### src/rtl/core/skl_pkg.sv
// package for the sorted key list: operation and status codes, cell
// commands and the control state type. no dependencies.
`default_nettype none

package skl_pkg;

  localparam int unsigned KEY_W    = 32;
  localparam int unsigned KIND_W   = 2;
  localparam int unsigned STATUS_W = 3;

  typedef logic signed [KEY_W-1:0] key_t;

  // operation carried by an input beat
  typedef enum logic [KIND_W-1:0] {
    KIND_INSERT = 2'd0,
    KIND_DELETE = 2'd1,
    KIND_DUMP   = 2'd2
  } kind_t;

  // status carried by a result beat
  typedef enum logic [STATUS_W-1:0] {
    STATUS_DONE      = 3'd0,
    STATUS_NOT_FOUND = 3'd1,
    STATUS_FULL      = 3'd2,
    STATUS_ENTRY     = 3'd3,
    STATUS_EMPTY     = 3'd4
  } status_t;

  // command broadcast to every cell of the row
  typedef enum logic [1:0] {
    OP_HOLD,
    OP_INSERT,
    OP_DELETE,
    OP_ROTATE
  } cell_op_t;

  typedef struct packed {
    cell_op_t op;
    key_t     key;
  } cell_cmd_t;

  typedef enum logic {
    ST_IDLE,
    ST_DUMP
  } ctrl_state_t;

endpackage

`default_nettype wire

### src/rtl/core/skl_if.sv
// valid/ready channel interfaces of the sorted key list.
// depends on skl_pkg for the key, kind and status widths.
`default_nettype none

interface skl_in_if;
  logic                           valid;
  logic                           ready;
  logic [skl_pkg::KIND_W-1:0]     kind;
  logic signed [skl_pkg::KEY_W-1:0] key;

  modport source (output valid, kind, key, input ready);
  modport sink   (input valid, kind, key, output ready);
endinterface

interface skl_out_if #(
  parameter int unsigned CNT_W = 5
);
  logic                             valid;
  logic                             ready;
  logic [skl_pkg::STATUS_W-1:0]     status;
  logic signed [skl_pkg::KEY_W-1:0] value;
  logic [CNT_W-1:0]                 entries;
  logic                             last;

  modport source (output valid, status, value, entries, last, input ready);
  modport sink   (input valid, status, value, entries, last, output ready);
endinterface

`default_nettype wire

### src/rtl/core/skl_cell.sv
// one storage cell of the sorted key row: holds one key and its occupied
// bit, compares against the broadcast key. depends on skl_pkg.
`default_nettype none

module skl_cell (
  input  wire logic               clk,
  input  wire logic               rst_n,
  input  wire skl_pkg::cell_cmd_t cmd,
  input  wire logic               found,
  input  wire skl_pkg::key_t      prv_key,
  input  wire logic               prv_valid,
  input  wire logic               prv_le,
  input  wire skl_pkg::key_t      nxt_key,
  input  wire logic               nxt_valid,
  input  wire skl_pkg::key_t      head_key,
  output skl_pkg::key_t           key,
  output logic                    valid,
  output logic                    le,
  output logic                    eq
);

  skl_pkg::key_t key_r, key_nxt;
  logic          valid_r, valid_nxt;
  logic          ge;

  // compares against the broadcast key
  assign le    = valid_r && (key_r <= cmd.key);
  assign ge    = valid_r && (key_r >= cmd.key);
  assign eq    = valid_r && (key_r == cmd.key);
  assign key   = key_r;
  assign valid = valid_r;

  // next key and occupancy per command
  always_comb begin
    key_nxt   = key_r;
    valid_nxt = valid_r;
    unique case (cmd.op)
      skl_pkg::OP_INSERT: begin
        // cells past the insertion point move up by one
        if (!le) begin
          key_nxt   = prv_le ? cmd.key : prv_key;
          valid_nxt = valid_r || prv_valid;
        end
      end
      skl_pkg::OP_DELETE: begin
        // from the first equal key onward everything moves down by one
        if (found && ge) begin
          key_nxt   = nxt_key;
          valid_nxt = nxt_valid;
        end
      end
      skl_pkg::OP_ROTATE: begin
        // occupied region rotates toward the head
        if (valid_r) begin
          key_nxt = nxt_valid ? nxt_key : head_key;
        end
      end
      default: begin
        key_nxt   = key_r;
        valid_nxt = valid_r;
      end
    endcase
  end

  // occupied bit
  always_ff @(posedge clk) begin
    if (!rst_n) begin
      valid_r <= 1'b0;
    end else begin
      valid_r <= valid_nxt;
    end
  end

  // key storage
  always_ff @(posedge clk) begin
    key_r <= key_nxt;
  end

endmodule

`default_nettype wire

### src/rtl/core/sorted_key_list.sv
// top level of the sorted key list: cell row, fill count, control and the
// result register. depends on skl_pkg, skl_if and skl_cell.
//
// Keeps up to CAPACITY signed 32-bit keys in ascending order in a row of
// cells, one key per cell. An insert or delete is applied to the whole row
// in the cycle its beat is accepted, every cell comparing its key with the
// broadcast key and shifting toward its neighbor, and each gives one result
// beat. A dump rotates the occupied cells toward the head once per cycle
// while the result register is free and emits the head key as one entry
// per stored key, holding off the input side meanwhile; an empty list gives
// a single result beat instead. The row is left in its original order, and
// no new beat is taken until the last entry has been loaded into the result
// register. A result that waits in the result register holds off the input
// side until it is taken. Kind code 3 is taken and ignored. There is no
// clearing pass: reset clears the occupied bits but not the stored keys.
`default_nettype none

module sorted_key_list #(
  parameter int unsigned CAPACITY = 16
) (
  input  wire logic  clk,
  input  wire logic  rst_n,
  skl_in_if.sink     in_chan,
  skl_out_if.source  out_chan
);

  localparam int unsigned CNT_W = $clog2(CAPACITY + 1);
  localparam logic [CNT_W-1:0] CAP_CNT = CNT_W'(CAPACITY);
  localparam logic [CNT_W-1:0] ONE_CNT = CNT_W'(1);

  // cell row wiring
  skl_pkg::key_t      cell_key [CAPACITY];
  logic [CAPACITY-1:0] cell_valid;
  logic [CAPACITY-1:0] cell_le;
  logic [CAPACITY-1:0] cell_eq;
  skl_pkg::cell_cmd_t cmd;
  logic               found;

  // control registers
  skl_pkg::ctrl_state_t state_r, state_nxt;
  logic [CNT_W-1:0]     count_r, count_nxt;
  logic [CNT_W-1:0]     left_r, left_nxt;

  // result register
  logic                 out_valid_r, out_valid_nxt;
  skl_pkg::status_t     status_r, status_nxt;
  skl_pkg::key_t        value_r, value_nxt;
  logic [CNT_W-1:0]     entries_r, entries_nxt;
  logic                 last_r, last_nxt;

  logic out_free;
  logic in_fire;
  logic full;

  assign out_free       = !out_valid_r || out_chan.ready;
  assign in_chan.ready  = (state_r == skl_pkg::ST_IDLE) && out_free;
  assign in_fire        = in_chan.valid && in_chan.ready;
  assign full           = (count_r == CAP_CNT);
  assign found          = |cell_eq;

  assign out_chan.valid   = out_valid_r;
  assign out_chan.status  = status_r;
  assign out_chan.value   = value_r;
  assign out_chan.entries = entries_r;
  assign out_chan.last    = last_r;

  // row of cells
  for (genvar i = 0; i < CAPACITY; i++) begin : g_cell
    skl_pkg::key_t prv_key, nxt_key;
    logic          prv_valid, prv_le, nxt_valid;

    if (i == 0) begin : g_head
      assign prv_key   = cmd.key;
      assign prv_valid = 1'b1;
      assign prv_le    = 1'b1;
    end else begin : g_mid
      assign prv_key   = cell_key[i-1];
      assign prv_valid = cell_valid[i-1];
      assign prv_le    = cell_le[i-1];
    end

    if (i == CAPACITY - 1) begin : g_tail
      assign nxt_key   = cell_key[i];
      assign nxt_valid = 1'b0;
    end else begin : g_body
      assign nxt_key   = cell_key[i+1];
      assign nxt_valid = cell_valid[i+1];
    end

    skl_cell u_cell (
      .clk       (clk),
      .rst_n     (rst_n),
      .cmd       (cmd),
      .found     (found),
      .prv_key   (prv_key),
      .prv_valid (prv_valid),
      .prv_le    (prv_le),
      .nxt_key   (nxt_key),
      .nxt_valid (nxt_valid),
      .head_key  (cell_key[0]),
      .key       (cell_key[i]),
      .valid     (cell_valid[i]),
      .le        (cell_le[i]),
      .eq        (cell_eq[i])
    );
  end

  // control: cell command, count, dump sequencing and result beat
  always_comb begin
    state_nxt     = state_r;
    count_nxt     = count_r;
    left_nxt      = left_r;
    cmd.op        = skl_pkg::OP_HOLD;
    cmd.key       = in_chan.key;
    out_valid_nxt = out_valid_r && !out_chan.ready;
    status_nxt    = status_r;
    value_nxt     = value_r;
    entries_nxt   = entries_r;
    last_nxt      = last_r;

    unique case (state_r)
      skl_pkg::ST_IDLE: begin
        if (in_fire) begin
          priority if (in_chan.kind == skl_pkg::KIND_INSERT) begin
            out_valid_nxt = 1'b1;
            value_nxt     = in_chan.key;
            last_nxt      = 1'b1;
            if (full) begin
              status_nxt  = skl_pkg::STATUS_FULL;
              entries_nxt = count_r;
            end else begin
              cmd.op      = skl_pkg::OP_INSERT;
              count_nxt   = count_r + ONE_CNT;
              status_nxt  = skl_pkg::STATUS_DONE;
              entries_nxt = count_r + ONE_CNT;
            end
          end else if (in_chan.kind == skl_pkg::KIND_DELETE) begin
            cmd.op        = skl_pkg::OP_DELETE;
            out_valid_nxt = 1'b1;
            value_nxt     = in_chan.key;
            last_nxt      = 1'b1;
            if (found) begin
              count_nxt   = count_r - ONE_CNT;
              status_nxt  = skl_pkg::STATUS_DONE;
              entries_nxt = count_r - ONE_CNT;
            end else begin
              status_nxt  = skl_pkg::STATUS_NOT_FOUND;
              entries_nxt = count_r;
            end
          end else if (in_chan.kind == skl_pkg::KIND_DUMP) begin
            if (count_r == '0) begin
              out_valid_nxt = 1'b1;
              status_nxt    = skl_pkg::STATUS_EMPTY;
              value_nxt     = '0;
              entries_nxt   = '0;
              last_nxt      = 1'b1;
            end else begin
              left_nxt  = count_r;
              state_nxt = skl_pkg::ST_DUMP;
            end
          end else begin
            // unused kind code: taken, no result
            out_valid_nxt = 1'b0;
          end
        end
      end
      skl_pkg::ST_DUMP: begin
        // one entry per free result slot
        if (out_free) begin
          cmd.op        = skl_pkg::OP_ROTATE;
          out_valid_nxt = 1'b1;
          status_nxt    = skl_pkg::STATUS_ENTRY;
          value_nxt     = cell_key[0];
          entries_nxt   = count_r;
          last_nxt      = (left_r == ONE_CNT);
          left_nxt      = left_r - ONE_CNT;
          if (left_r == ONE_CNT) begin
            state_nxt = skl_pkg::ST_IDLE;
          end
        end
      end
      default: begin
        state_nxt = skl_pkg::ST_IDLE;
      end
    endcase
  end

  // control state
  always_ff @(posedge clk) begin
    if (!rst_n) begin
      state_r     <= skl_pkg::ST_IDLE;
      count_r     <= '0;
      left_r      <= '0;
      out_valid_r <= 1'b0;
    end else begin
      state_r     <= state_nxt;
      count_r     <= count_nxt;
      left_r      <= left_nxt;
      out_valid_r <= out_valid_nxt;
    end
  end

  // result payload
  always_ff @(posedge clk) begin
    status_r  <= status_nxt;
    value_r   <= value_nxt;
    entries_r <= entries_nxt;
    last_r    <= last_nxt;
  end

  // the number of occupied cells always equals the fill count
  a_count_matches_cells: assert property (@(posedge clk) disable iff (!rst_n)
    $countones(cell_valid) == 32'(count_r))
    else $error("fill count differs from occupied cells");

  a_count_bounded: assert property (@(posedge clk) disable iff (!rst_n)
    count_r <= CAP_CNT)
    else $error("fill count above capacity");

  // a dump ends with a last beat and returns to idle
  a_dump_ends: assert property (@(posedge clk) disable iff (!rst_n)
    (state_r == skl_pkg::ST_DUMP && out_free && left_r == ONE_CNT)
    |=> (state_r == skl_pkg::ST_IDLE && out_valid_r && last_r))
    else $error("dump did not close with a last beat");

  a_no_take_in_dump: assert property (@(posedge clk) disable iff (!rst_n)
    (state_r == skl_pkg::ST_DUMP) |-> !in_chan.ready)
    else $error("input taken during dump");

endmodule

`default_nettype wire
### src/flat_wrapper.sv
// flat-port wrapper written by rule: the top's interface ports become plain ports
module sorted_key_list_flat 
#(
  parameter int unsigned CAPACITY = 16
)
  (clk, rst_n, in_chan_valid, in_chan_kind, in_chan_key, in_chan_ready, out_chan_valid, out_chan_status, out_chan_value, out_chan_entries, out_chan_last, out_chan_ready);
  skl_in_if in_chan_i ();
  skl_out_if out_chan_i ();
  input  wire logic clk;
  input  wire logic rst_n;
  input wire logic [$bits(in_chan_i.valid)-1:0] in_chan_valid;
  input wire logic [$bits(in_chan_i.kind)-1:0] in_chan_kind;
  input wire logic [$bits(in_chan_i.key)-1:0] in_chan_key;
  output wire logic [$bits(in_chan_i.ready)-1:0] in_chan_ready;
  output wire logic [$bits(out_chan_i.valid)-1:0] out_chan_valid;
  output wire logic [$bits(out_chan_i.status)-1:0] out_chan_status;
  output wire logic [$bits(out_chan_i.value)-1:0] out_chan_value;
  output wire logic [$bits(out_chan_i.entries)-1:0] out_chan_entries;
  output wire logic [$bits(out_chan_i.last)-1:0] out_chan_last;
  input wire logic [$bits(out_chan_i.ready)-1:0] out_chan_ready;
  assign in_chan_i.valid = in_chan_valid;
  assign in_chan_i.kind = in_chan_kind;
  assign in_chan_i.key = in_chan_key;
  assign in_chan_ready = in_chan_i.ready;
  assign out_chan_valid = out_chan_i.valid;
  assign out_chan_status = out_chan_i.status;
  assign out_chan_value = out_chan_i.value;
  assign out_chan_entries = out_chan_i.entries;
  assign out_chan_last = out_chan_i.last;
  assign out_chan_i.ready = out_chan_ready;
  sorted_key_list #(.CAPACITY(CAPACITY)) u_core (.clk(clk), .rst_n(rst_n), .in_chan(in_chan_i), .out_chan(out_chan_i));
endmodule
### config.mk
export PLATFORM = sky130hd
export DESIGN_NAME = sorted_key_list_flat
export DESIGN_NICKNAME = d
export VERILOG_FILES = /design/src/rtl/core/skl_pkg.sv /design/src/rtl/core/skl_if.sv /design/src/rtl/core/skl_cell.sv /design/src/rtl/core/sorted_key_list.sv /design/src/flat_wrapper.sv
export SDC_FILE = /design/constraint.sdc
export NUM_CORES = 2
export LEC_CHECK = 0
export BUFFER_PORTS_ARGS = -buffer_cell sky130_fd_sc_hd__clkbuf_2
export CORE_UTILIZATION = 55
export CTS_CLUSTER_SIZE = 28
export DETAILED_ROUTE_END_ITERATION = 6
export GPL_ROUTABILITY_DRIVEN = 0
export PLACE_DENSITY = 0.71
export SLEW_MARGIN = 20
export SYNTH_ARGS = -nofsm -noshare
export SYNTH_HDL_FRONTEND = slang
export SYNTH_HIERARCHICAL = 1
export SYNTH_SLANG_ARGS = --single-unit
### constraint.sdc
create_clock -name clk -period 24.3 [get_ports clk]
set_input_delay 3.645 -clock clk [delete_from_list [all_inputs] [get_ports clk]]
set_output_delay 3.645 -clock clk [all_outputs]
set_load 0.05 [all_outputs]
==> impl_metrics.tcl <==
set metrics [dict create \
    dpl.hpwl_um 118000 \
    worstSetupPathType "input port to primary output" \
    dp_cells 6615 \
    cts_htree_levels 3 \
    rsz0062_at_grt "no" \
    drt-total-wl_um 176000 \
    fin_skew_ps 29.6 \
    clk_pin_slew_ps 50 \
    ctsHoldBuffers 0 \
    vias 47000 \
    ios 81 \
    critPathLaunchType "input port" \
    period_needed_ps 8060 \
    grt_overflow 0 \
    tns_ps 0 \
    switching_share 0.334 \
    clkPwrFrac 0.329 \
    layout_commonest_cell "inv_1" \
    synthCells 5492 \
    drt-initial-drc-count 5115 \
    drc 4 \
    dr.pass1.iters 7 \
    syn_to_final_growth_pct 7.97 \
    cap_violations 0 \
    synth_area_um2 54500 \
    crit_chain "clkbuf_2 -> nor2b_1 -> buf_4 -> nor2_1 -> clkbuf_2" \
    cts_tree "done" \
    period_share 0.332 \
    p_per_area_nw_per_um2 58.3 \
    slew_violations 0 \
    die_area_um2 100000 \
    rows 115 \
    wl_per_cell_um 26.1 \
    violations "design-rule violations" \
    layout-drive-gt1-share 0.178 \
    clock_latency_ps 660 \
    die_h_um 317 \
    max_freq_mhz 124 \
    power.leakage_nw 23.0 \
    timing_worst_slew_pin_value_ps 1180 \
    grt_pass1_vias 44600 \
    vias_per_cell 6.97 \
    crit_path_max_fanout 12 \
    crit_top_cell "clkbuf_2" \
    grt.total_usage 0.342 \
    slowest_stage "clkbuf_2" \
    hold_violations 0 \
    pwr-share-comb 0.274 \
    arrival_ps 4410 \
    cts_root_buf "clkbuf_16" \
    endpoint_kind "primary output" \
    ir_drop_uv 42.2 \
    hp-class "register to register" \
    setup_viol 0 \
    seqPwrFrac 0.397 \
    relSlewSlack 0.216 \
    clock_path_buffers 3 \
    cp_slowest_stage_delay_ps 280 \
    rrSetupSlack_ps 18910 \
    intPower_mw 2.28 \
    cts_setup_buffers 0 \
    postRouteAntennaNets 0 \
    fin_cells 6749 \
    post_cts_resized 0 \
    worstPathRequired_ps 20650 \
    grt_max_degree 88 \
    final_cell_mix "inv_1, edfxtp_1, nor3_1" \
    antenna_found_initial 3 \
    ys_warn_count 6 \
    p_switching_mw 1.15 \
    cts_sinks 581 \
    synth.avg_cell_area_um2 9.92 \
    die_w_um 317 \
    start_util 0.554 \
    core_um2 98300 \
    numCtsBuffers 72 \
    grt_pass1_wl_um 267000 \
    nNetsFinal 6010 \
    port_buffers 80 \
    status "finished, violations left" \
]
metal layers:
layer | wire [um] | vias to the layer above | track usage
li1 | - | 21100 | -
met1 | 71000 | 22900 | 0.447
met2 | 80900 | 2586 | 0.555
met3 | 15300 | 501 | 0.0481
met4 | 8800 | 0 | 0.170
met5 | 0 | - | 0
flip-flops by register name, indices dropped and copies added, names as in the netlist:
signal                      cells
u_core/out_chan.last            1
u_core/left_r                   5
u_core/g_cell.u_cell/valid     16
u_core/out_chan.valid           1
u_core/out_chan.entries         5
u_core/out_chan.status          3
u_core/g_cell.u_cell/key      512
u_core/count_r                  5
u_core/state_r                  1
u_core/out_chan.value          32
path summary, 6_finish.rpt:
| check | startpoint | depth (start not counted) | end |
|---|---|---|---|
| worst min register to register | u_core/left_r[4]$_SDFFE_PN0P_ | 2 | u_core/left_r[4]$_SDFFE_PN0P_ |
| worst min-delay path | u_core/left_r[4]$_SDFFE_PN0P_ | 2 | u_core/left_r[4]$_SDFFE_PN0P_ |
| worst max-delay path | out_chan_ready | 5 | in_chan_ready |
| worst max register to register | u_core/state_r$_SDFF_PN0_ | 12 | u_core/g_cell[13].u_cell/key[5]$_DFFE_PP_ |
through the flow:
step	hold WS (ps)	cell area, um2	utilization	setup slack, ps	power (mW)
3_3_place_gp	468	56400	0.574	15870	2.25
4_1_cts	490	58800	0.598	16240	3.41
2_1_floorplan	454	54500	-	13670	1.98
6_report	488	58800	0.599	16240	3.43
5_1_grt	526	58800	0.599	16010	3.56
3_5_place_dp	482	56400	0.574	15790	2.29
worst max-delay path: cells and delay by family:
family,cells,cell delay (ps)
AND/OR/NAND/NOR,2,180
buffers and inverters,3,590
power by group through the flow:
stage                     clock network [mW]  logic [mW]  registers, mW
final                                   1.13       0.939           1.36
after global placement                     0       0.877           1.38
after floorplan                            0       0.631           1.35
after detailed placement                   0       0.911           1.38
after CTS                               1.14       0.916           1.36
after global routing                    1.17        1.02           1.37
cell type report:
cell class | count | area (um2)
fillers | 8172 | 39500
multi-input cells | 3923 | 33900
flip-flops and latches | 581 | 17200
inverters | 615 | 2310
clock buffers | 88 | 1950
well taps | 1287 | 1610
repair buffers | 211 | 1410
clock inverters | 43 | 435
diodes | 1 | 2.50
Power figures use the tool's default switching activity.
